<file path="src/hdl/pdta_pkg.sv">
// ----------------------------------------------------------------------------
// pdta_pkg
// Shared types, constants and calendar helpers for the packed date-time adder.
// ----------------------------------------------------------------------------
package pdta_pkg;

    localparam int unsigned S_TDATA_W = 112;
    localparam int unsigned M_TDATA_W = 32;

    localparam int unsigned DIV_XW    = 17;
    localparam int unsigned DIV_QW    = 14;
    localparam int unsigned DIV_DW    = 6;
    localparam int unsigned DIV_SHIFT = 17;

    localparam logic [DIV_QW-1:0] RECIP_12 = DIV_QW'((1 << DIV_SHIFT) / 12);
    localparam logic [DIV_QW-1:0] RECIP_24 = DIV_QW'((1 << DIV_SHIFT) / 24);
    localparam logic [DIV_QW-1:0] RECIP_28 = DIV_QW'((1 << DIV_SHIFT) / 28);
    localparam logic [DIV_QW-1:0] RECIP_29 = DIV_QW'((1 << DIV_SHIFT) / 29);
    localparam logic [DIV_QW-1:0] RECIP_30 = DIV_QW'((1 << DIV_SHIFT) / 30);
    localparam logic [DIV_QW-1:0] RECIP_31 = DIV_QW'((1 << DIV_SHIFT) / 31);
    localparam logic [DIV_QW-1:0] RECIP_60 = DIV_QW'((1 << DIV_SHIFT) / 60);

    localparam logic [DIV_DW-1:0] DIV_BY_12 = 6'd12;
    localparam logic [DIV_DW-1:0] DIV_BY_24 = 6'd24;
    localparam logic [DIV_DW-1:0] DIV_BY_60 = 6'd60;

    localparam logic [10:0] YEAR_BASE     = 11'd1898;
    localparam logic [10:0] LEAP_CENTURY  = 11'd1900;
    localparam logic [11:0] YEAR_BASE_W   = 12'd1898;
    localparam logic [11:0] YEAR_MIN      = 12'd1866;
    localparam logic [11:0] YEAR_MAX      = 12'd1930;
    localparam logic [3:0]  MONTH_LAST    = 4'd11;
    localparam logic [3:0]  MONTHS_YEAR   = 4'd12;

    typedef enum logic [2:0] {
        PH_SEC,
        PH_MIN,
        PH_HOUR,
        PH_DAY,
        PH_MON
    } phase_t;

    typedef struct packed {
        logic   load;
        logic   div_est;
        logic   div_fix;
        logic   div_apply;
        logic   wrap;
        logic   day_chk;
        logic   year_wr;
        logic   pack;
        logic   out_load;
        phase_t phase;
    } cmd_t;

    typedef struct packed {
        logic zero_in;
        logic day_gt_len;
    } status_t;

    function automatic logic [DIV_QW-1:0] recip(input logic [DIV_DW-1:0] d);
        logic [DIV_QW-1:0] m;
        case (d)
            6'd12:   m = RECIP_12;
            6'd24:   m = RECIP_24;
            6'd28:   m = RECIP_28;
            6'd29:   m = RECIP_29;
            6'd30:   m = RECIP_30;
            6'd31:   m = RECIP_31;
            6'd60:   m = RECIP_60;
            default: m = '0;
        endcase
        return m;
    endfunction

    function automatic logic [10:0] decode_year(input logic [31:0] w);
        logic [10:0] mag;
        mag = 11'(w[30:26]);
        return w[31] ? (YEAR_BASE - mag) : (YEAR_BASE + mag);
    endfunction

    // decoded years span 1867..1929, so 1900 is the only century to exclude
    function automatic logic is_leap(input logic [10:0] y);
        return (y[1:0] == 2'b00) && (y != LEAP_CENTURY);
    endfunction

    function automatic logic [4:0] month_days(input logic [3:0] month, input logic leap);
        logic [4:0] n;
        case (month)
            4'd0, 4'd2, 4'd4, 4'd6, 4'd7, 4'd9, 4'd11: n = 5'd31;
            4'd3, 4'd5, 4'd8, 4'd10:                   n = 5'd30;
            4'd1:                                      n = leap ? 5'd29 : 5'd28;
            default:                                   n = 5'd30;
        endcase
        return n;
    endfunction

endpackage

</file>
<file path="src/hdl/pdta_div.sv">
// ----------------------------------------------------------------------------
// pdta_div
// Two-step divider by a small constant: reciprocal estimate, then correction.
// ----------------------------------------------------------------------------
module pdta_div (
    input  logic                              aclk,
    input  logic                              est,
    input  logic                              fix,
    input  logic [pdta_pkg::DIV_XW-1:0]       x,
    input  logic [pdta_pkg::DIV_DW-1:0]       d,
    output logic [pdta_pkg::DIV_QW-1:0]       q,
    output logic [pdta_pkg::DIV_DW-1:0]       r
);

    localparam int unsigned PW = pdta_pkg::DIV_XW + pdta_pkg::DIV_QW;
    localparam int unsigned MW = pdta_pkg::DIV_QW + pdta_pkg::DIV_DW;

    logic [pdta_pkg::DIV_XW-1:0] x_reg;
    logic [pdta_pkg::DIV_DW-1:0] d_reg;
    logic [pdta_pkg::DIV_QW-1:0] est_reg;
    logic [pdta_pkg::DIV_QW-1:0] q_reg;
    logic [pdta_pkg::DIV_DW-1:0] r_reg;

    logic [PW-1:0]               prod_est;
    logic [MW-1:0]               prod_qd;
    logic [pdta_pkg::DIV_XW-1:0] rem;
    logic                        over;

    assign prod_est = PW'(x) * PW'(pdta_pkg::recip(d));
    assign prod_qd  = MW'(est_reg) * MW'(d_reg);
    assign rem      = x_reg - pdta_pkg::DIV_XW'(prod_qd);
    assign over     = rem >= pdta_pkg::DIV_XW'(d_reg);

    always_ff @(posedge aclk) begin
        if (est) begin
            x_reg   <= x;
            d_reg   <= d;
            est_reg <= prod_est[PW-1:pdta_pkg::DIV_SHIFT];
        end
        if (fix) begin
            if (over) begin
                q_reg <= est_reg + 1'b1;
                r_reg <= pdta_pkg::DIV_DW'(rem - pdta_pkg::DIV_XW'(d_reg));
            end else begin
                q_reg <= est_reg;
                r_reg <= pdta_pkg::DIV_DW'(rem);
            end
        end
    end

    assign q = q_reg;
    assign r = r_reg;

endmodule

</file>
<file path="src/hdl/pdta_dp.sv">
// ----------------------------------------------------------------------------
// pdta_dp
// Datapath: field registers, carry accumulators, divider and word assembly.
// ----------------------------------------------------------------------------
module pdta_dp (
    input  logic                  aclk,
    input  pdta_pkg::cmd_t        cmd,
    output pdta_pkg::status_t     status,
    input  logic [31:0]           packed_time,
    input  logic [15:0]           add_seconds,
    input  logic [15:0]           add_minutes,
    input  logic [15:0]           add_hours,
    input  logic [11:0]           add_days,
    input  logic [11:0]           add_months,
    input  logic [5:0]            add_years,
    input  logic                  hold_year,
    output logic [31:0]           new_time
);

    logic [31:0] w_reg;
    logic [31:0] m_data_reg;
    logic [pdta_pkg::DIV_XW-1:0] acc_reg;
    logic [5:0]  sec_reg;
    logic [5:0]  min_reg;
    logic [4:0]  hour_reg;
    logic [12:0] day_reg;
    logic [3:0]  month_reg;
    logic [10:0] year_reg;
    logic [15:0] am_reg;
    logic [15:0] ah_reg;
    logic [11:0] ad_reg;
    logic [12:0] amo_reg;
    logic [8:0]  ay_reg;
    logic        hold_reg;

    logic [pdta_pkg::DIV_DW-1:0] div_d;
    logic [pdta_pkg::DIV_QW-1:0] div_q;
    logic [pdta_pkg::DIV_DW-1:0] div_r;
    logic [4:0]  len_cur;
    logic [4:0]  len_pack;
    logic [11:0] year_new;
    logic [11:0] year_mag;
    logic        year_ok;
    logic        year_neg;

    assign len_cur  = pdta_pkg::month_days(month_reg, pdta_pkg::is_leap(year_reg));
    assign len_pack = pdta_pkg::month_days(w_reg[25:22],
                          pdta_pkg::is_leap(pdta_pkg::decode_year(w_reg)));

    assign status.zero_in    = (add_seconds == '0) && (add_minutes == '0) &&
                               (add_hours == '0) && (add_days == '0) &&
                               (add_months == '0) && (add_years == '0);
    assign status.day_gt_len = day_reg > 13'(len_cur);

    always_comb begin
        case (cmd.phase)
            pdta_pkg::PH_SEC:  div_d = pdta_pkg::DIV_BY_60;
            pdta_pkg::PH_MIN:  div_d = pdta_pkg::DIV_BY_60;
            pdta_pkg::PH_HOUR: div_d = pdta_pkg::DIV_BY_24;
            pdta_pkg::PH_DAY:  div_d = pdta_pkg::DIV_DW'(len_cur);
            pdta_pkg::PH_MON:  div_d = pdta_pkg::DIV_BY_12;
            default:           div_d = pdta_pkg::DIV_BY_12;
        endcase
    end

    always_comb begin
        year_new = hold_reg ? 12'(year_reg) : (12'(year_reg) + 12'(ay_reg));
        year_ok  = (year_new >= pdta_pkg::YEAR_MIN) && (year_new <= pdta_pkg::YEAR_MAX);
        year_neg = year_new < pdta_pkg::YEAR_BASE_W;
        year_mag = year_neg ? (pdta_pkg::YEAR_BASE_W - year_new)
                            : (year_new - pdta_pkg::YEAR_BASE_W);
    end

    pdta_div u_div (
        .aclk (aclk),
        .est  (cmd.div_est),
        .fix  (cmd.div_fix),
        .x    (acc_reg),
        .d    (div_d),
        .q    (div_q),
        .r    (div_r)
    );

    always_ff @(posedge aclk) begin
        if (cmd.load) begin
            w_reg     <= packed_time;
            acc_reg   <= pdta_pkg::DIV_XW'(packed_time[5:0]) +
                         pdta_pkg::DIV_XW'(add_seconds);
            min_reg   <= packed_time[11:6];
            hour_reg  <= packed_time[16:12];
            day_reg   <= 13'(packed_time[21:17]);
            month_reg <= packed_time[25:22];
            year_reg  <= pdta_pkg::decode_year(packed_time);
            am_reg    <= add_minutes;
            ah_reg    <= add_hours;
            ad_reg    <= add_days;
            amo_reg   <= 13'(add_months);
            ay_reg    <= 9'(add_years);
            hold_reg  <= hold_year;
        end
        if (cmd.div_apply) begin
            case (cmd.phase)
                pdta_pkg::PH_SEC: begin
                    sec_reg <= div_r;
                    acc_reg <= pdta_pkg::DIV_XW'(min_reg) + pdta_pkg::DIV_XW'(am_reg) +
                               pdta_pkg::DIV_XW'(div_q);
                end
                pdta_pkg::PH_MIN: begin
                    min_reg <= div_r;
                    acc_reg <= pdta_pkg::DIV_XW'(hour_reg) + pdta_pkg::DIV_XW'(ah_reg) +
                               pdta_pkg::DIV_XW'(div_q);
                end
                pdta_pkg::PH_HOUR: begin
                    hour_reg <= 5'(div_r);
                    day_reg  <= day_reg + 13'(ad_reg) + 13'(div_q);
                end
                pdta_pkg::PH_DAY: begin
                    day_reg <= 13'(div_r) + 13'd1;
                    amo_reg <= amo_reg + 13'(div_q);
                    acc_reg <= pdta_pkg::DIV_XW'(month_reg) + pdta_pkg::DIV_XW'(amo_reg) +
                               pdta_pkg::DIV_XW'(div_q);
                end
                pdta_pkg::PH_MON: begin
                    month_reg <= 4'(div_r);
                    ay_reg    <= ay_reg + 9'(div_q);
                end
                default: begin
                end
            endcase
        end
        if (cmd.wrap) begin
            if (month_reg > pdta_pkg::MONTH_LAST && status.day_gt_len) begin
                day_reg   <= day_reg - 13'(len_cur);
                amo_reg   <= amo_reg + 13'd1;
                ay_reg    <= ay_reg + 9'd1;
                month_reg <= month_reg - pdta_pkg::MONTHS_YEAR;
            end
        end
        if (cmd.day_chk) begin
            if (status.day_gt_len) begin
                acc_reg <= pdta_pkg::DIV_XW'(day_reg - 13'd1);
            end else begin
                acc_reg <= pdta_pkg::DIV_XW'(month_reg) + pdta_pkg::DIV_XW'(amo_reg);
            end
        end
        if (cmd.year_wr) begin
            if (year_ok) begin
                w_reg[30:26] <= year_mag[4:0];
                w_reg[31]    <= year_neg;
            end
            w_reg[25:22] <= month_reg;
        end
        if (cmd.pack) begin
            if (day_reg != '0 && day_reg <= 13'(len_pack)) begin
                w_reg[21:17] <= day_reg[4:0];
            end
            w_reg[16:12] <= hour_reg;
            w_reg[11:6]  <= min_reg;
            w_reg[5:0]   <= sec_reg;
        end
        if (cmd.out_load) begin
            m_data_reg <= w_reg;
        end
    end

    assign new_time = m_data_reg;

endmodule

</file>
<file path="src/hdl/pdta_ctrl.sv">
// ----------------------------------------------------------------------------
// pdta_ctrl
// Sequencer: walks the carry chain through the shared divider, owns handshakes.
// ----------------------------------------------------------------------------
module pdta_ctrl (
    input  logic                aclk,
    input  logic                aresetn,
    input  logic                s_tvalid,
    output logic                s_tready,
    output logic                m_tvalid,
    input  logic                m_tready,
    input  pdta_pkg::status_t   status,
    output pdta_pkg::cmd_t      cmd
);

    typedef enum logic [3:0] {
        ST_IDLE,
        ST_EST,
        ST_FIX,
        ST_APPLY,
        ST_WRAP,
        ST_DAYCK,
        ST_YEAR,
        ST_PACK,
        ST_OUT
    } state_t;

    state_t            state_reg;
    state_t            state_next;
    pdta_pkg::phase_t  phase_reg;
    pdta_pkg::phase_t  phase_next;
    logic              s_tready_reg;
    logic              m_tvalid_reg;
    logic              m_tvalid_next;

    always_comb begin
        state_next = state_reg;
        phase_next = phase_reg;
        cmd        = '0;
        cmd.phase  = phase_reg;
        case (state_reg)
            ST_IDLE: begin
                if (s_tvalid && s_tready_reg) begin
                    cmd.load = 1'b1;
                    if (status.zero_in) begin
                        state_next = ST_OUT;
                    end else begin
                        state_next = ST_EST;
                        phase_next = pdta_pkg::PH_SEC;
                    end
                end
            end
            ST_EST: begin
                cmd.div_est = 1'b1;
                state_next  = ST_FIX;
            end
            ST_FIX: begin
                cmd.div_fix = 1'b1;
                state_next  = ST_APPLY;
            end
            ST_APPLY: begin
                cmd.div_apply = 1'b1;
                case (phase_reg)
                    pdta_pkg::PH_SEC: begin
                        phase_next = pdta_pkg::PH_MIN;
                        state_next = ST_EST;
                    end
                    pdta_pkg::PH_MIN: begin
                        phase_next = pdta_pkg::PH_HOUR;
                        state_next = ST_EST;
                    end
                    pdta_pkg::PH_HOUR: begin
                        state_next = ST_WRAP;
                    end
                    pdta_pkg::PH_DAY: begin
                        phase_next = pdta_pkg::PH_MON;
                        state_next = ST_EST;
                    end
                    pdta_pkg::PH_MON: begin
                        state_next = ST_YEAR;
                    end
                    default: begin
                        state_next = ST_IDLE;
                    end
                endcase
            end
            ST_WRAP: begin
                cmd.wrap   = 1'b1;
                state_next = ST_DAYCK;
            end
            ST_DAYCK: begin
                cmd.day_chk = 1'b1;
                phase_next  = status.day_gt_len ? pdta_pkg::PH_DAY : pdta_pkg::PH_MON;
                state_next  = ST_EST;
            end
            ST_YEAR: begin
                cmd.year_wr = 1'b1;
                state_next  = ST_PACK;
            end
            ST_PACK: begin
                cmd.pack   = 1'b1;
                state_next = ST_OUT;
            end
            ST_OUT: begin
                if (!m_tvalid_reg || m_tready) begin
                    cmd.out_load = 1'b1;
                    state_next   = ST_IDLE;
                end
            end
            default: begin
                state_next = ST_IDLE;
            end
        endcase
    end

    always_comb begin
        m_tvalid_next = m_tvalid_reg;
        if (cmd.out_load) begin
            m_tvalid_next = 1'b1;
        end else if (m_tready) begin
            m_tvalid_next = 1'b0;
        end
    end

    always_ff @(posedge aclk) begin
        if (!aresetn) begin
            state_reg    <= ST_IDLE;
            phase_reg    <= pdta_pkg::PH_SEC;
            s_tready_reg <= 1'b0;
            m_tvalid_reg <= 1'b0;
        end else begin
            state_reg    <= state_next;
            phase_reg    <= phase_next;
            s_tready_reg <= state_next == ST_IDLE;
            m_tvalid_reg <= m_tvalid_next;
        end
    end

    assign s_tready = s_tready_reg;
    assign m_tvalid = m_tvalid_reg;

    a_ready_idle: assert property (@(posedge aclk) disable iff (!aresetn)
        s_tready_reg |-> state_reg == ST_IDLE)
        else $error("input ready outside idle");

    a_start_sec: assert property (@(posedge aclk) disable iff (!aresetn)
        (s_tvalid && s_tready_reg && !status.zero_in)
            |=> (state_reg == ST_EST && phase_reg == pdta_pkg::PH_SEC))
        else $error("accepted beat did not start the seconds carry");

    a_valid_from_out: assert property (@(posedge aclk) disable iff (!aresetn)
        $rose(m_tvalid_reg) |-> $past(state_reg) == ST_OUT)
        else $error("result valid raised outside output state");

    a_no_overwrite: assert property (@(posedge aclk) disable iff (!aresetn)
        (state_reg == ST_OUT && m_tvalid_reg && !m_tready) |=> state_reg == ST_OUT)
        else $error("pending result overwritten");

endmodule

</file>
<file path="src/hdl/packed_date_time_adder.sv">
// ----------------------------------------------------------------------------
// packed_date_time_adder
// Sequence: each accepted beat makes four passes through the single shared
// reciprocal divider, five when the day count passes the month length, and
// none when all increments are zero; a new beat is accepted only once the
// sequencer is back in idle, and a result waits while an earlier one is held.
// Reset: synchronous active-low aresetn clears the sequencer, s_tready and m_tvalid.
// ----------------------------------------------------------------------------
module packed_date_time_adder (
    input  logic                                aclk,
    input  logic                                aresetn,
    input  logic                                s_tvalid,
    output logic                                s_tready,
    // packed_time[31:0], add_seconds[47:32], add_minutes[63:48], add_hours[79:64],
    // add_days[91:80], add_months[103:92], add_years[109:104], hold_year[110]
    input  logic [pdta_pkg::S_TDATA_W-1:0]      s_tdata,
    output logic                                m_tvalid,
    input  logic                                m_tready,
    // new_time[31:0]
    output logic [pdta_pkg::M_TDATA_W-1:0]      m_tdata
);

    pdta_pkg::cmd_t    cmd;
    pdta_pkg::status_t status;

    pdta_ctrl u_ctrl (
        .aclk     (aclk),
        .aresetn  (aresetn),
        .s_tvalid (s_tvalid),
        .s_tready (s_tready),
        .m_tvalid (m_tvalid),
        .m_tready (m_tready),
        .status   (status),
        .cmd      (cmd)
    );

    pdta_dp u_dp (
        .aclk        (aclk),
        .cmd         (cmd),
        .status      (status),
        .packed_time (s_tdata[31:0]),
        .add_seconds (s_tdata[47:32]),
        .add_minutes (s_tdata[63:48]),
        .add_hours   (s_tdata[79:64]),
        .add_days    (s_tdata[91:80]),
        .add_months  (s_tdata[103:92]),
        .add_years   (s_tdata[109:104]),
        .hold_year   (s_tdata[110]),
        .new_time    (m_tdata)
    );

endmodule
</file>
<file path="config.mk">
export PLATFORM = sky130hd
export DESIGN_NAME = packed_date_time_adder
export DESIGN_NICKNAME = d
export VERILOG_FILES = /design/src/hdl/pdta_pkg.sv /design/src/hdl/pdta_div.sv /design/src/hdl/pdta_dp.sv /design/src/hdl/pdta_ctrl.sv /design/src/hdl/packed_date_time_adder.sv
export SDC_FILE = /design/constraint.sdc
export NUM_CORES = 1
export LEC_CHECK = 0
export BUFFER_PORTS_ARGS = -buffer_cell sky130_fd_sc_hd__buf_2
export CORE_ASPECT_RATIO = 2
export CORE_MARGIN = 10
export CORE_UTILIZATION = 45
export CTS_BUF_LIST = sky130_fd_sc_hd__clkbuf_2
export DETAILED_ROUTE_END_ITERATION = 10
export GPL_TIMING_DRIVEN = 0
export PLACE_DENSITY = 0.62
export SYNTH_ARGS = -nofsm -noshare
export SYNTH_HDL_FRONTEND = slang
export SYNTH_SLANG_ARGS = --single-unit
</file>
<file path="constraint.sdc">
create_clock -name aclk -period 10.9 [get_ports aclk]
set_input_delay 2.18 -clock aclk [delete_from_list [all_inputs] [get_ports aclk]]
set_output_delay 2.18 -clock aclk [all_outputs]
set_load 0.01 [all_outputs]
</file>
* Word level (Yosys, flattened, before mapping)
Cells that the tools add are included.
** Storage, ports and cells
- Bits in registers :: 259
- Output and inout port bits :: 34
- Word-level logic and storage cells :: 208
- Input bits :: 116
** Operators by class
- $add $sub $neg :: 27
- Multipliers :: 2
- Mux-type cells :: 71
- Magnitude comparators :: 7
- Reductions and logical operators :: 37
- Equal/unequal tests :: 38
** Operator list (count)
- 2-to-1 mux 13 bit :: 9
- case mux 14 bit (7 select lines) :: 1
- 2-to-1 mux 17 bit :: 4
- adder 17 x 14 -> 17 bit :: 3
- case mux 17 bit (3 select lines) :: 1
- logical NOT 16 bit :: 3
- 2-to-1 mux 9 bit :: 5
- equality test 4 x 3 -> 1 bit (second input constant) :: 10
- case mux 4 bit (9 select lines) :: 1
- adder 6 x 16 -> 17 bit :: 2
- 2-to-1 mux 32 bit :: 1
- 2-to-1 mux 4 bit :: 8
- multiplier 17 x 14 -> 31 bit :: 1
- equality test 6 x 5 -> 1 bit (second input constant) :: 5
- 2-to-1 mux 6 bit :: 5
- case mux 3 bit (3 select lines) :: 3
- adder 13 bit :: 2
- case mux 13 bit (2 select lines) :: 1
- 2-to-1 mux 5 bit :: 5
- logical NOT 12 bit :: 2
- 2-to-1 mux 11 bit :: 2
- 2-to-1 mux 22 bit :: 1
- != test 11 bit (second input constant) :: 2
- adder 9 x 6 -> 10 bit (first input constant) :: 2
- other kinds (58) :: 103

* Depth between registers and ports, before layout
- Depth after elaboration :: 10
- Mapped depth :: 33
- Gate-level depth less buffers :: 31

* Hierarchy
A second synthesis with hierarchy kept.
** Unflattened totals
- Cell total of the unflattened synthesis :: 2859
- Area total of the unflattened synthesis :: 26948.3 um^2
** By module, submodules not included
- pdta_dp :: area an instance 14109.8 um^2, times used 1, cells an instance 1515, sequential area each 4944.7 um^2
- pdta_div :: area an instance 12236.7 um^2, times used 1, cells an instance 1271, sequential area each 1711.6 um^2
- pdta_ctrl :: area an instance 601.8 um^2, times used 1, cells an instance 73, sequential area each 180.2 um^2

* Least setup slack after synthesis
Ideal clock, no wire load.
- Kind :: flip-flop to flip-flop
- From :: register u_dp.month_reg[2]
- To :: register u_dp.u_div.est_reg[8] in the netlist's numbering, data pin
- Arrival :: 7382 ps
- Slack :: 3260 ps
- Path buffers :: 2
- Setup time :: 258 ps
- Cell stages (with the launch flop) :: 30
- Period minus slack after synthesis :: 7640 ps
- Data required time :: 10642 ps
- Cells stage by stage :: dfxtp_1 > inv_1 > ha_1 > nor4b_2 > o211ai_1 > o21a_1 > buf_6 > o21ai_1 > nor2_1 > clkbuf_1 > nand2_1 > fa_1 > fa_1 > inv_1 > fa_1 > fa_1 > fa_1 > inv_1 > fa_1 > inv_1 > ha_1 > and3_1 > a221oi_1 > nand3_1 > o21ai_4 > o2111ai_4 > a221o_1 > a21o_1 > a21oi_2 > xnor2_1
** Between the ends
- Cells in the longest elaborated chain, start to end :: 7
- Elaborated cells between the ends (all ways) :: 20
- Those cells by class :: mul (1); eq/ne (14); mux (3); reduce/logical (2)
** Ends and longest elaborated chain
- start, declared :: RTL line pdta_dp.sv:27 : logic [3:0] month_reg;
- start signal, assigned :: RTL line pdta_dp.sv:92 : month_reg <= packed_time[25:22];
- start signal, assigned :: RTL line pdta_dp.sv:124 : month_reg <= 4'(div_r);
- start signal, assigned :: RTL line pdta_dp.sv:136 : month_reg <= month_reg - pdta_pkg::MONTHS_YEAR;
- equality test 4 x 2 -> 1 bit, or another cell as far along :: RTL line pdta_pkg.sv:89 : case (month)
- OR reduction 7 bit :: RTL line pdta_pkg.sv:89
- case mux 5 bit (2 select lines) (*) :: RTL line pdta_pkg.sv:89
- case mux 6 bit (3 select lines) (*) :: RTL line pdta_dp.sv:56 : case (cmd.phase)
- equality test 6 bit, or another cell as far along :: RTL line pdta_pkg.sv:63 : case (d)
- case mux 14 bit (7 select lines) (*) :: RTL line pdta_pkg.sv:63
- multiplier 17 x 14 -> 31 bit (*) :: RTL line pdta_div.sv:29 : assign prod_est = PW'(x) * PW'(pdta_pkg::recip(d));
- net u_dp.u_div.prod_est[25] :: RTL line pdta_div.sv:24 : logic [PW-1:0] prod_est;
- end signal, assigned :: RTL line pdta_div.sv:38 : est_reg <= prod_est[PW-1:pdta_pkg::DIV_SHIFT];
- end, declared :: RTL line pdta_div.sv:20 : logic [pdta_pkg::DIV_QW-1:0] est_reg;
The timed path passes the listed nets; every way through them passes the cells marked *.
A chain may end at the register's enable or synchronous reset.

* Worst setup path after layout
- From :: register u_dp.month_reg[2]
- To :: register u_dp.u_div.est_reg[13] in the netlist's numbering, data pin
Same word-level chain as after synthesis.

==> flow_summary.yaml <==
global_routing:
  grt_pass1_vias: 23900
  antenna_found_initial: 6
  overflow: 0
  grt_max_degree: 43
  track_usage: 0.284
  grt_pass1_wl_um: 147000
yosys:
  avgSynthCellArea_um2: 9.34
  synth_top_cell_by_area: "fa_1"
  synth_common_cells: "402 x nand2_1, 308 x inv_1, 269 x fa_1, 257 x ha_1, 170 x edfxtp_1"
  ys_ff_latch: 255
  ys.flop_type: "edfxtp_1"
  yosys_warnings: 0
  synthArstFlopShare: 0
  synth_top_area_share: 0.203
  synth_edf_count: 170
  yosysMostFrequentCell: "nand2_1"
  syn_area_mm2: 0.0266
  seq_area_frac_synth: 0.256
  synth.net_count: 3485
  synth_cells: 2843
  synth.area.top_cells: "fa_1 20%, edfxtp_1 19%, ha_1 12%"
  ys_types: 94
routing:
  dr.first_iter.drc_count: 1474
  ant_nets: 0
  route.detailed.drc: 0
  totalWireLength_um: 99600
  wire_per_inst_um: 25.7
  vias_per_cell: 5.88
  num_vias: 22800
  firstDrtPassIters: 5
cts:
  numCtsBuffers: 60
  post_cts_resized: 0
  cts_setup_buffers: 0
  clk-insertion-delay-late_ns: 1.11
  cts_tree: "done"
  cts.sinks: 255
  ctsHtreeMaxLevel: 2
  cts_root_buf: "clkbuf_2"
  path_clk_slew_ns: 0.13
  hold_buffers: 0
  cts_max_path_buffers: 3
sta:
  hold_viol_final: 0
  fmax_ghz: 0.0984
  relSlewSlack: 0.0563
  rsz0062_at_grt: "no"
  final_max_slew_viol_count: 0
  finalCritPeriodShare: 0.933
  setup_violations: 0
  period_minus_slack_ns: 10.17
  worstMarginPinSlew_ns: 1.42
  finalSetupTns_ns: 0
  finClkSkew_ns: 0.212
die:
  io_pins: 150
  core_area_mm2: 0.0583
  start_util: 0.455
  rows: 125
  die-area_mm2: 0.0697
  die_h_um: 364
  die-width_um: 192
critical_path:
  arrival_ns: 10.82
  cp_top_family: "adder cells"
  cp-start-kind: "flop"
  critPathSlowestCell: "nor2_1"
  cp_num_buf_inv: 6
  path_class: "reg -> reg"
  crit_path_max_incr_delay_ns: 0.82
  worst_ep_required_time_ns: 11.55
  worst_setup_path_end_kind: "flop"
  path_common_cell: "fa_1"
  critPathMaxFanout: 10
placed_design:
  portBuffers: 147
  dp_hpwl_um: 81000
  gp_congestion: 1.00
hold_path:
  hold_class: "reg -> reg"
layout:
  drive_above_1_share: 0.100
  nNetsFinal: 3701
  post-route-util: 0.498
  area_delta_synth_final_pct: 9.34
flow_run:
  drv_cap: 0
run_status:
  outcome: "finished, final reports clean"
cells in the final DEF, fill, tap and decap left out, types with 12 or more instances in the layout:
cell	synthesis	final
o22ai_1	13	13
nor2_1	145	145
fa_1	269	269
a22o_1	12	12
nor2b_1	34	33
xnor2_1	107	107
nand2_1	402	402
and2_1	83	83
o21ai_1	12	12
nand2b_1	16	16
nor3_1	51	49
inv_1	308	308
a21oi_1	119	119
a21o_1	38	38
a211oi_1	19	19
o21ai_0	126	125
nor4_1	29	29
edfxtp_1	170	170
nand3_1	68	68
clkbuf_2	0	85
or3_1	19	19
mux2i_1	25	25
o211ai_1	31	31
buf_2	17	165
clkbuf_1	90	90
xor2_1	59	59
nand4_1	16	16
a31oi_1	19	19
and3_1	21	21
dfxtp_1	85	85
clkinv_1	1	15
ha_1	257	257
cell families (layout without fill, tap and decap cells):
group	count (synthesis)	after routing	synth area share
simple gates	917	917	0.162
fa+ha+maj	526	526	0.324
compound gates	519	519	0.130
buf+inv	430	698	0.0621
flops	255	255	0.256
xor+xnor	166	166	0.0547
mux	30	30	0.0115
other cells	0	3	0
cell type report:
cell class	count	area, µm²
Multi-Input combinational cell	2158	18100
Clock buffer	85	425
Clock inverter	29	236
Fill cell	5544	29300
Tap cell	762	953
Inverter	313	1180
Buffer	117	473
Timing Repair Buffer	154	836
Antenna cell	3	7.51
Sequential cell	255	6810
per-stage QoR:
stage               area (µm²)  hold WS [ns]  std cells  setup slack (ns)
finish                   29000         0.435       3876             0.733
CTS                      29000         0.432       3873             0.860
global route             29000         0.444       3875             0.386
global placement         28200         0.401       3752              1.20
detailed placement       28400         0.407       3759              1.12
floorplan                26600         0.400       2843              3.26
metal layers:
layer,vias up,track usage,share of wire
li1,10200,-,-
met1,11300,0.294,0.33
met2,983,0.497,0.51
met3,362,0.0480,0.065
met4,4,0.225,0.092
met5,-,0,0.00016
worst paths after layout:
check	to	slack, ns	cells after the start	from
max reg2reg	u_dp.u_div.est_reg[13]	0.73	29	u_dp.month_reg[2]
min reg2reg	u_dp.new_time[1]	0.44	0	u_dp.w_reg[1]
max	u_dp.u_div.est_reg[13]	0.73	29	u_dp.month_reg[2]
min	u_dp.new_time[1]	0.44	0	u_dp.w_reg[1]
Power is not shown: default switching activity piles up to over one toggle a cycle in this logic, so the estimate is an artifact.
